[src/rtl/ffr_pkg.sv]
// shared types and constants for the feedback frame receiver
`timescale 1ns / 1ps

package ffr_pkg;

  localparam int BYTE_W   = 8;
  localparam int WORD_W   = 16;
  localparam int SPAN_W   = 17;
  localparam int POS_W    = 32;
  localparam int CNT_W    = 5;
  localparam int CFG_W    = 17;

  // frame layout in words and bytes
  localparam int FRAME_BYTES   = 22;
  localparam int SUM_WORDS     = 10;
  localparam int SUM_IDX_W     = 4;

  localparam logic [CNT_W-1:0] LAST_BYTE_POS = CNT_W'(FRAME_BYTES - 1);
  localparam logic [CNT_W-1:0] CHK_LO_POS    = CNT_W'(FRAME_BYTES - 2);
  localparam logic [CNT_W-1:0] FIRST_DATA    = CNT_W'(2);

  // word positions inside the frame
  localparam int W_START = 0;
  localparam int W_CMD1  = 1;
  localparam int W_CMD2  = 2;
  localparam int W_SPDR  = 3;
  localparam int W_SPDL  = 4;
  localparam int W_CNTR  = 5;
  localparam int W_CNTL  = 6;
  localparam int W_BATT  = 7;
  localparam int W_TEMP  = 8;
  localparam int W_LED   = 9;

  // register reset values
  localparam logic [WORD_W-1:0]        START_WORD_RST = 16'hABCD;
  localparam logic signed [WORD_W-1:0] LOW_WRAP_RST   = 16'sd2700;
  localparam logic signed [WORD_W-1:0] HIGH_WRAP_RST  = 16'sd6300;
  localparam logic [SPAN_W-1:0]        COUNT_SPAN_RST = 17'd9000;

  // result status codes
  localparam logic STATUS_OK       = 1'b0;
  localparam logic STATUS_MISMATCH = 1'b1;

  typedef enum logic [1:0] {
    CFG_START_WORD,
    CFG_LOW_WRAP,
    CFG_HIGH_WRAP,
    CFG_COUNT_SPAN
  } cfg_idx_t;

endpackage

[src/rtl/ffr_in_if.sv]
// input byte channel
`timescale 1ns / 1ps

interface ffr_in_if import ffr_pkg::*; ();
  logic              valid;
  logic              ready;
  logic [BYTE_W-1:0] rx_byte;

  modport source (output valid, output rx_byte, input ready);
  modport sink   (input valid, input rx_byte, output ready);
endinterface

[src/rtl/ffr_out_if.sv]
// result channel carrying one decoded frame
`timescale 1ns / 1ps

interface ffr_out_if import ffr_pkg::*; ();
  logic                     valid;
  logic                     ready;
  logic                     status;
  logic signed [WORD_W-1:0] command_one;
  logic signed [WORD_W-1:0] command_two;
  logic signed [WORD_W-1:0] speed_right;
  logic signed [WORD_W-1:0] speed_left;
  logic signed [POS_W-1:0]  position_right;
  logic signed [POS_W-1:0]  position_left;
  logic signed [WORD_W-1:0] battery_level;
  logic signed [WORD_W-1:0] board_heat;
  logic [WORD_W-1:0]        led_word;

  modport source (
    output valid, output status, output command_one, output command_two,
    output speed_right, output speed_left, output position_right,
    output position_left, output battery_level, output board_heat,
    output led_word, input ready
  );
  modport sink (
    input valid, input status, input command_one, input command_two,
    input speed_right, input speed_left, input position_right,
    input position_left, input battery_level, input board_heat,
    input led_word, output ready
  );
endinterface

[src/rtl/ffr_cfg_if.sv]
// configuration write channel
`timescale 1ns / 1ps

interface ffr_cfg_if import ffr_pkg::*; ();
  logic             valid;
  logic             ready;
  cfg_idx_t         reg_index;
  logic [CFG_W-1:0] data;

  modport source (output valid, output reg_index, output data, input ready);
  modport sink   (input valid, input reg_index, input data, output ready);
endinterface

[src/rtl/feedback_frame_receiver.sv]
// feedback frame receiver: sync word search, frame capture, checksum and wheel count extension
`timescale 1ns / 1ps

// Takes one serial byte per word on in_chan and hunts for the sync word (low byte
// first) at any alignment; a sync word always restarts capture, even inside a frame.
// After the sync word, 20 more bytes complete a 22-byte frame of eleven little-endian
// words. On the last byte the XOR of the first ten words is checked against the
// checksum word and the captured sync word against the current start_word. A good
// frame gives one word on out_chan with status 0, the echoed fields and both wheel
// counts extended across encoder wraparound; a bad frame gives status 1 with all
// other fields zero and leaves the wrap state alone. Bytes that complete no frame
// give nothing. Rate: one byte per clock, sustained. The result word is registered:
// the last byte of its frame passes an input register, then the result register, on
// its way to out_chan; the input side only stalls when a frame completes while
// the previous result is still held on out_chan. Configuration writes are always
// ready and take effect the next cycle.
module feedback_frame_receiver import ffr_pkg::*; (
  input  logic      clk,
  input  logic      rst_n,
  ffr_in_if.sink    in_chan,
  ffr_out_if.source out_chan,
  ffr_cfg_if.sink   cfg_chan
);

  // configuration registers
  logic [WORD_W-1:0]        start_word_r;
  logic signed [WORD_W-1:0] low_wrap_r;
  logic signed [WORD_W-1:0] high_wrap_r;
  logic [SPAN_W-1:0]        count_span_r;

  // input register
  logic              in_v_r;
  logic [BYTE_W-1:0] in_byte_r;

  // parser state
  logic [BYTE_W-1:0] prev_r;
  logic [CNT_W-1:0]  count_r;
  logic [CNT_W-1:0]  count_nxt;
  logic [WORD_W-1:0] word_r [SUM_WORDS];
  logic [BYTE_W-1:0] chk_lo_r;

  // wrap tracking
  logic [WORD_W-1:0]        wraps_right_r, wraps_right_nxt;
  logic [WORD_W-1:0]        wraps_left_r,  wraps_left_nxt;
  logic signed [WORD_W-1:0] last_right_r;
  logic signed [WORD_W-1:0] last_left_r;

  // output register
  logic                     out_v_r;
  logic                     status_r;
  logic signed [WORD_W-1:0] cmd1_r, cmd2_r, spdr_r, spdl_r, batt_r, temp_r;
  logic [WORD_W-1:0]        led_r;
  logic signed [POS_W-1:0]  posr_r, posl_r;

  logic              sync_hit;
  logic              done;
  logic              advance;
  logic              good;
  logic              write_byte;
  logic [WORD_W-1:0] xor_sum;
  logic [WORD_W-1:0] checksum;
  logic signed [WORD_W-1:0] cnt_right, cnt_left;
  logic [POS_W-1:0]         prod_right, prod_left;
  logic [POS_W-1:0]         pos_right, pos_left;

  // config writes are taken at any time
  assign cfg_chan.ready = 1'b1;

  always_ff @(posedge clk) begin
    if (!rst_n) begin
      start_word_r <= START_WORD_RST;
      low_wrap_r   <= LOW_WRAP_RST;
      high_wrap_r  <= HIGH_WRAP_RST;
      count_span_r <= COUNT_SPAN_RST;
    end else if (cfg_chan.valid) begin
      case (cfg_chan.reg_index)
        CFG_START_WORD: start_word_r <= cfg_chan.data[WORD_W-1:0];
        CFG_LOW_WRAP:   low_wrap_r   <= $signed(cfg_chan.data[WORD_W-1:0]);
        CFG_HIGH_WRAP:  high_wrap_r  <= $signed(cfg_chan.data[WORD_W-1:0]);
        CFG_COUNT_SPAN: count_span_r <= cfg_chan.data[SPAN_W-1:0];
        default: ;
      endcase
    end
  end

  // sync word is the previous byte low, the current byte high
  assign sync_hit = ({in_byte_r, prev_r} == start_word_r);
  // last byte of a frame, unless it restarts capture
  assign done     = in_v_r && !sync_hit && (count_r == LAST_BYTE_POS);
  // a completing byte needs the result register free
  assign advance  = in_v_r && (!done || !out_v_r || out_chan.ready);

  assign in_chan.ready = !in_v_r || advance;

  always_ff @(posedge clk) begin
    if (!rst_n) begin
      in_v_r <= 1'b0;
    end else if (in_chan.ready) begin
      in_v_r <= in_chan.valid;
    end
  end

  always_ff @(posedge clk) begin
    if (in_chan.ready && in_chan.valid) begin
      in_byte_r <= in_chan.rx_byte;
    end
  end

  // byte counter: 0 or 1 means hunting, 2..21 means inside a frame
  assign write_byte = !sync_hit && (count_r >= FIRST_DATA);

  always_comb begin
    count_nxt = count_r;
    if (sync_hit) begin
      count_nxt = FIRST_DATA;
    end else if (done) begin
      count_nxt = '0;
    end else if (write_byte) begin
      count_nxt = count_r + CNT_W'(1);
    end
  end

  always_ff @(posedge clk) begin
    if (!rst_n) begin
      prev_r  <= '0;
      count_r <= '0;
    end else if (advance) begin
      prev_r  <= in_byte_r;
      count_r <= count_nxt;
    end
  end

  // frame store, words 0..9 plus the checksum low byte
  always_ff @(posedge clk) begin
    if (advance) begin
      if (sync_hit) begin
        word_r[W_START] <= {in_byte_r, prev_r};
      end else if (write_byte && count_r < CHK_LO_POS) begin
        if (count_r[0]) begin
          word_r[count_r[SUM_IDX_W:1]][WORD_W-1:BYTE_W] <= in_byte_r;
        end else begin
          word_r[count_r[SUM_IDX_W:1]][BYTE_W-1:0] <= in_byte_r;
        end
      end else if (write_byte && count_r == CHK_LO_POS) begin
        chk_lo_r <= in_byte_r;
      end
    end
  end

  // checksum test
  always_comb begin
    xor_sum = '0;
    for (int i = 0; i < SUM_WORDS; i++) begin
      xor_sum = xor_sum ^ word_r[i];
    end
  end

  assign checksum = {in_byte_r, chk_lo_r};
  assign good     = (word_r[W_START] == start_word_r) && (xor_sum == checksum);

  assign cnt_right = $signed(word_r[W_CNTR]);
  assign cnt_left  = $signed(word_r[W_CNTL]);

  // wrap multipliers: upward wrap wins over downward wrap
  always_comb begin
    wraps_right_nxt = wraps_right_r;
    if (cnt_right < low_wrap_r && last_right_r > high_wrap_r) begin
      wraps_right_nxt = wraps_right_r + WORD_W'(1);
    end else if (cnt_right > high_wrap_r && last_right_r < low_wrap_r) begin
      wraps_right_nxt = wraps_right_r - WORD_W'(1);
    end
    wraps_left_nxt = wraps_left_r;
    if (cnt_left < low_wrap_r && last_left_r > high_wrap_r) begin
      wraps_left_nxt = wraps_left_r + WORD_W'(1);
    end else if (cnt_left > high_wrap_r && last_left_r < low_wrap_r) begin
      wraps_left_nxt = wraps_left_r - WORD_W'(1);
    end
  end

  // signed multiplier times unsigned span, kept modulo 2^32
  assign prod_right = POS_W'($signed(wraps_right_nxt)) * POS_W'(count_span_r);
  assign prod_left  = POS_W'($signed(wraps_left_nxt)) * POS_W'(count_span_r);
  assign pos_right  = prod_right + POS_W'(cnt_right);
  assign pos_left   = prod_left + POS_W'(cnt_left);

  always_ff @(posedge clk) begin
    if (!rst_n) begin
      wraps_right_r <= '0;
      wraps_left_r  <= '0;
      last_right_r  <= '0;
      last_left_r   <= '0;
    end else if (advance && done && good) begin
      wraps_right_r <= wraps_right_nxt;
      wraps_left_r  <= wraps_left_nxt;
      last_right_r  <= cnt_right;
      last_left_r   <= cnt_left;
    end
  end

  // result register
  always_ff @(posedge clk) begin
    if (!rst_n) begin
      out_v_r <= 1'b0;
    end else if (advance && done) begin
      out_v_r <= 1'b1;
    end else if (out_chan.ready) begin
      out_v_r <= 1'b0;
    end
  end

  always_ff @(posedge clk) begin
    if (advance && done) begin
      if (good) begin
        status_r <= STATUS_OK;
        cmd1_r   <= $signed(word_r[W_CMD1]);
        cmd2_r   <= $signed(word_r[W_CMD2]);
        spdr_r   <= $signed(word_r[W_SPDR]);
        spdl_r   <= $signed(word_r[W_SPDL]);
        posr_r   <= $signed(pos_right);
        posl_r   <= $signed(pos_left);
        batt_r   <= $signed(word_r[W_BATT]);
        temp_r   <= $signed(word_r[W_TEMP]);
        led_r    <= word_r[W_LED];
      end else begin
        // mismatch: status set, all other fields cleared
        status_r <= STATUS_MISMATCH;
        cmd1_r   <= '0;
        cmd2_r   <= '0;
        spdr_r   <= '0;
        spdl_r   <= '0;
        posr_r   <= '0;
        posl_r   <= '0;
        batt_r   <= '0;
        temp_r   <= '0;
        led_r    <= '0;
      end
    end
  end

  assign out_chan.valid          = out_v_r;
  assign out_chan.status         = status_r;
  assign out_chan.command_one    = cmd1_r;
  assign out_chan.command_two    = cmd2_r;
  assign out_chan.speed_right    = spdr_r;
  assign out_chan.speed_left     = spdl_r;
  assign out_chan.position_right = posr_r;
  assign out_chan.position_left  = posl_r;
  assign out_chan.battery_level  = batt_r;
  assign out_chan.board_heat     = temp_r;
  assign out_chan.led_word       = led_r;

endmodule

[src/flat_wrapper.sv]
// flat-port wrapper written by rule: the top's interface ports become plain ports
module feedback_frame_receiver_flat import ffr_pkg::*;
  (clk, rst_n, in_chan_valid, in_chan_rx_byte, in_chan_ready, out_chan_valid, out_chan_status, out_chan_command_one, out_chan_command_two, out_chan_speed_right, out_chan_speed_left, out_chan_position_right, out_chan_position_left, out_chan_battery_level, out_chan_board_heat, out_chan_led_word, out_chan_ready, cfg_chan_valid, cfg_chan_reg_index, cfg_chan_data, cfg_chan_ready);
  ffr_in_if in_chan_i ();
  ffr_out_if out_chan_i ();
  ffr_cfg_if cfg_chan_i ();
  input  logic clk;
  input  logic rst_n;
  input wire logic [$bits(in_chan_i.valid)-1:0] in_chan_valid;
  input wire logic [$bits(in_chan_i.rx_byte)-1:0] in_chan_rx_byte;
  output wire logic [$bits(in_chan_i.ready)-1:0] in_chan_ready;
  output wire logic [$bits(out_chan_i.valid)-1:0] out_chan_valid;
  output wire logic [$bits(out_chan_i.status)-1:0] out_chan_status;
  output wire logic [$bits(out_chan_i.command_one)-1:0] out_chan_command_one;
  output wire logic [$bits(out_chan_i.command_two)-1:0] out_chan_command_two;
  output wire logic [$bits(out_chan_i.speed_right)-1:0] out_chan_speed_right;
  output wire logic [$bits(out_chan_i.speed_left)-1:0] out_chan_speed_left;
  output wire logic [$bits(out_chan_i.position_right)-1:0] out_chan_position_right;
  output wire logic [$bits(out_chan_i.position_left)-1:0] out_chan_position_left;
  output wire logic [$bits(out_chan_i.battery_level)-1:0] out_chan_battery_level;
  output wire logic [$bits(out_chan_i.board_heat)-1:0] out_chan_board_heat;
  output wire logic [$bits(out_chan_i.led_word)-1:0] out_chan_led_word;
  input wire logic [$bits(out_chan_i.ready)-1:0] out_chan_ready;
  input wire logic [$bits(cfg_chan_i.valid)-1:0] cfg_chan_valid;
  input wire logic [$bits(cfg_chan_i.reg_index)-1:0] cfg_chan_reg_index;
  input wire logic [$bits(cfg_chan_i.data)-1:0] cfg_chan_data;
  output wire logic [$bits(cfg_chan_i.ready)-1:0] cfg_chan_ready;
  assign in_chan_i.valid = in_chan_valid;
  assign in_chan_i.rx_byte = in_chan_rx_byte;
  assign in_chan_ready = in_chan_i.ready;
  assign out_chan_valid = out_chan_i.valid;
  assign out_chan_status = out_chan_i.status;
  assign out_chan_command_one = out_chan_i.command_one;
  assign out_chan_command_two = out_chan_i.command_two;
  assign out_chan_speed_right = out_chan_i.speed_right;
  assign out_chan_speed_left = out_chan_i.speed_left;
  assign out_chan_position_right = out_chan_i.position_right;
  assign out_chan_position_left = out_chan_i.position_left;
  assign out_chan_battery_level = out_chan_i.battery_level;
  assign out_chan_board_heat = out_chan_i.board_heat;
  assign out_chan_led_word = out_chan_i.led_word;
  assign out_chan_i.ready = out_chan_ready;
  assign cfg_chan_i.valid = cfg_chan_valid;
  assign cfg_chan_i.reg_index = cfg_chan_reg_index;
  assign cfg_chan_i.data = cfg_chan_data;
  assign cfg_chan_ready = cfg_chan_i.ready;
  feedback_frame_receiver u_core (.clk(clk), .rst_n(rst_n), .in_chan(in_chan_i), .out_chan(out_chan_i), .cfg_chan(cfg_chan_i));
endmodule
[config.mk]
export PLATFORM = sky130hd
export DESIGN_NAME = feedback_frame_receiver_flat
export DESIGN_NICKNAME = d
export VERILOG_FILES = /design/src/rtl/ffr_pkg.sv /design/src/rtl/ffr_in_if.sv /design/src/rtl/ffr_out_if.sv /design/src/rtl/ffr_cfg_if.sv /design/src/rtl/feedback_frame_receiver.sv /design/src/flat_wrapper.sv
export SDC_FILE = /design/constraint.sdc
export NUM_CORES = 2
export LEC_CHECK = 0
export BUFFER_PORTS_ARGS = -buffer_cell sky130_fd_sc_hd__buf_2
export CAP_MARGIN = 20
export CORE_ASPECT_RATIO = 1.25
export CORE_UTILIZATION = 30
export DETAILED_ROUTE_END_ITERATION = 10
export GPL_TIMING_DRIVEN = 0
export SKIP_LAST_GASP = 1
export SYNTH_ARGS = -nofsm -noshare
export SYNTH_HDL_FRONTEND = slang
export SYNTH_SLANG_ARGS = --single-unit
[constraint.sdc]
create_clock -name clk -period 18 [get_ports clk]
set_input_delay 3.6 -clock clk [delete_from_list [all_inputs] [get_ports clk]]
set_output_delay 3.6 -clock clk [all_outputs]
set_load 0.1 [all_outputs]
Yosys cells after proc, flatten, opt, wreduce, memory -nomap -nowiden:

Memory sizes are Yosys's and may differ from the RTL's.
Cells that the tools add are included.

* $add $sub $neg: 7
* multiply operators: 2
* magnitude comparators: 10
* equality and inequality tests: 8
* mux-type cells: 26
* bitwise gates (word level): 11
* reductions and logical operators: 31

Operator list (number)
* 16-bit bitwise XOR: 9
* 16-bit two-way mux: 5
* 32-bit adder: 2
* 16-bit > comparator: 4
* 16-bit less-than comparator: 4
* 16-bit by 18-bit multiplier with 32-bit output: 2
* 16-bit == test: 3
* 16-bit by 1-bit adder with 16-bit output, second input constant: 2
* 16-bit by 1-bit subtractor with 16-bit output, second input constant: 2
* 1-bit two-way mux: 16
* 16-bit OR reduction: 1
* 5-bit two-way mux: 3
* 1-bit logical AND: 14
* 5-bit == test, second input constant: 2
* 2-bit AND reduction: 5
* 5-bit by 1-bit adder with 5-bit output, second input constant: 1
* 5-bit by 2-bit >= comparator with 1-bit output, second input constant: 1
* 5-bit less-than comparator, second input constant: 1
* 2-bit == test, second input constant: 2
* 1-bit logical NOT: 4
* 4-bit two-way mux: 1
* 4-bit AND reduction: 1
* 1-bit logical OR: 3
* 3-bit nonzero test: 1
* other kinds (5): 6

* bits in registers: 337
* memory bits (writable): 160
* input port bits: 32
* word-level logic and storage cells: 120
* memories kept: 1

Memories
* u_core.word_r: words 10, width 16, rd ports 10, clocked after memory_dff 0, write ports 1, RTL line feedback_frame_receiver.sv:39 `logic [WORD_W-1:0] word_r [SUM_WORDS];`

Depth between registers and ports, before layout:

An unclocked memory read counts as a cell.

* depth after elaboration: 13
* gate-level depth with buffers: 36
* mapped depth without buffers: 33

Worst setup path after synthesis:

No wires, ideal clock.

* path type: in2reg
* start point: input out_chan_ready
* end point: register u_core.last_left_r[0]
* library setup time: 70 ps
* arrival: 18635 ps
* slack: -706 ps
* cell stages on the path: 9
* cells stage by stage: nand2b_1 o21ai_0 nor3_1 inv_1 nor2_1 clkbuf_1 clkbuf_1 nand2_1 a21oi_1

* longest elaborated chain between the ends: 4

Ends and longest elaborated chain
* start: declaration: RTL line flat_wrapper.sv:23 `input wire logic [$bits(out_chan_i.ready)-1:0] out_chan_ready;`
* 1-bit logical OR: RTL line feedback_frame_receiver.sv:91 `assign advance = in_v_r && (!done || !out_v_r || out_chan.ready);`
* 1-bit logical AND: RTL line feedback_frame_receiver.sv:91
* 1-bit logical AND (2 in a row): RTL line feedback_frame_receiver.sv:192 `end else if (advance && done && good) begin`
* end signal: assignment: RTL line feedback_frame_receiver.sv:196 `last_left_r <= cnt_left;`
* end: declaration: RTL line feedback_frame_receiver.sv:46 `logic signed [WORD_W-1:0] last_left_r;`

No other way between the ends.
A chain may end at the register's enable or synchronous reset.

==> metrics.yaml <==
placed_design:
  gp_congestion: 0.965
  portBuffers: 208
  pre_cts_slack_ns: 7.09
  dp_hpwl_um: 113000
cts:
  cts-htree-levels: 2
  cts_buffers: 57
  insertion_delay_ns: 0.68
  cts_tree: "built"
  cts_hold_buffers: 0
  clock_path_buffers: 3
  cts_setup_buffers: 0
  cts-root-buf: "clkbuf_16"
  clk_pin_slew_worst_paths_ns: 0.06
  cts-resized-gates: 0
  cts.sinks: 497
timing:
  finalCriticalPeriod_ns: 11.10
  fin_setup_tns_ns: 0
  hold_viol_final: 0
  drv_slew: 0
  whs_ns: 0.456
  final-setup-viol-count: 0
  fmax_mhz: 90.1
  post-route-period-util: 0.617
  clock_skew_ns: 0.0378
  rsz0062_at_grt: "no"
  tightest_slew_ns: 1.30
  fin_ws_ns: 6.90
  maxSlewHeadroom: 0.135
cells_and_area:
  drive_gt1_frac: 0.0808
  areaGrowthSynthToFinish_pct: 13.1
  layout_common_cells: "inv_1, fa_1, nand2_1"
  nets: 5411
  multi_input_area_um2: 26400
  fillCellCount: 14700
  final_common_cell: "inv_1"
  register_area_um2: 13500
  fin_util: 0.342
yosys:
  synth_edf_count: 353
  synth-adder-area-share: 0.324
  async_reset_ff_frac: 0
  synth_nets: 5122
  synth_top_family_by_area: "adder cells"
  synth_xor_area_frac: 0.0568
  avgSynthCellArea_um2: 10.1
  yosysUniqueCellTypes: 81
  syn-instance-count: 4259
  synth-simple-area-share: 0.151
  syn_area_um2: 43100
  ys.flop_type: "edfxtp_1"
  synth-seq-area-share: 0.313
  ys_warn_count: 0
  synth_mux_area_frac: 0.00896
  synth_seq_cells: 497
  synth_compound_area_frac: 0.0689
worst_setup_path:
  crit_top_cell: "fa_1"
  crit_path_end_kind: "register"
  cp_max_fo: 10
  arrival_ns: 11.50
  path_class: "reg2reg"
  worstPathRequired_ns: 18.40
  cp_slowest_cell: "xor2_1"
  slowest_delay_ns: 0.87
  startpoint_type: "register"
route:
  drc: 0
  vias: 32000
  drtIter0Drc: 2219
  via_per_inst: 4.94
  dr.pass1.iters: 7
  routedWlPerCell_um: 22.0
  ant_nets: 0
  wl_um: 142000
global_route:
  gr-total-overflow: 0
  grt_pass1_wl_um: 209000
  grt_pass1_vias: 33000
  track_usage: 0.194
  grt_max_degree: 20
  antenna_found_initial: 7
pwr:
  finalPower_w: 0.00606
  power-per-cell-area_nw_per_um2: 124
  ir_drop_uv: 179
  p_leak_nw: 20.5
flow_run:
  drv_cap: 0
floorplanning:
  core_um2: 143000
  die_y_um: 426
  start_util: 0.302
  die_w_um: 341
  num_rows: 155
  die_area_um2: 145000
  ios: 212
status:
  outcome: "finished clean"
worst_hold_path:
  hold_class: "reg2reg"
power breakdown:
group	switching (W)	leakage (nW)	internal [W]	total [W]
clock	0.000523	0.899	0.000658	0.00118
combinational	0.00214	15.6	0.00150	0.00364
sequential	0.0000163	4.05	0.00123	0.00124
total	0.00268	20.5	0.00339	0.00606
state kept, by name, summed over array words and instances (netlist names), 16 cells and up:
name,flops
u_core.count_span_r,17
u_core.high_wrap_r,16
u_core.last_left_r,16
u_core.last_right_r,16
u_core.low_wrap_r,16
u_core.out_chan.battery_level,16
u_core.out_chan.board_heat,16
u_core.out_chan.command_one,16
u_core.out_chan.command_two,16
u_core.out_chan.led_word,16
u_core.out_chan.position_left,32
u_core.out_chan.position_right,32
u_core.out_chan.speed_left,16
u_core.out_chan.speed_right,16
u_core.start_word_r,16
u_core.word_r,160
u_core.wraps_left_r,16
u_core.wraps_right_r,16
kinds of logic after synthesis:
logic type | count (synthesis)
simple gates | 1291
buf+inv | 876
fa+ha+maj | 831
flops | 497
compound gates | 460
xor+xnor | 267
mux | 36
other cells | 1
critical path: cells and delay by family (launching register included):
family,cells,cell delay [ns]
simple gates,8,1.68
compound gates,7,2.77
flops,1,0.65
fa+ha+maj,8,3.81
xor+xnor,1,0.87
buf+inv,4,0.74
mux,1,0.31
final cells by class:
cell class | instances | share of cell area
Antenna cell | 1 | 0.0000513
Buffer | 169 | 0.0136
Clock buffer | 75 | 0.0321
Clock inverter | 30 | 0.00585
Inverter | 707 | 0.0544
Multi-Input combinational cell | 2886 | 0.540
Sequential cell | 497 | 0.276
Tap cell | 1884 | 0.0483
Timing Repair Buffer | 230 | 0.0292
path summary, 6_finish.rpt:
check / startpoint / end / slack (ns) / cells past startpoint
worst max-delay path: u_core.word_r[5][15] / u_core.out_chan.position_right[31] / 6.90 / 29
worst min register to register: u_core.low_wrap_r[15] / u_core.low_wrap_r[15] / 0.46 / 2
worst min-delay path: u_core.low_wrap_r[15] / u_core.low_wrap_r[15] / 0.46 / 2
worst max register to register: u_core.word_r[5][15] / u_core.out_chan.position_right[31] / 6.90 / 29
synthesized netlist by cell type (24+ instances only):
library cell,count,share of area
nand2b_1,39,0.0057
o211ai_1,29,0.0050
xnor2_1,198,0.040
a21o_1,38,0.0066
nand4_1,43,0.0062
nand3_1,37,0.0043
dfxtp_1,144,0.067
nor2b_1,24,0.0035
edfxtp_1,353,0.25
xor2_1,61,0.012
o21ai_0,65,0.0075
and2_1,364,0.053
nor2_1,192,0.017
fa_1,478,0.22
nand2_1,421,0.037
clkbuf_1,150,0.013
ha_1,353,0.10
o21a_1,33,0.0057
and3_1,34,0.0049
a21oi_1,165,0.019
nor3_1,44,0.0051
inv_1,706,0.061
per-stage QoR:
stage | std cells | area, µm²
after CTS | 6474 | 48800
after global placement | 6351 | 46500
final | 6479 | 48800
after floorplan | 4259 | 43100
after global routing | 6478 | 48800
after detailed placement | 6369 | 46900
routing by layer:
layer,vias to the layer above,wire [µm],GRT usage
li1,14300,-,-
met1,15900,55300,0.231
met2,1347,67300,0.326
met3,371,10100,0.0375
met4,8,9520,0.114
met5,-,47,0
(Power assumes the default switching activity.)
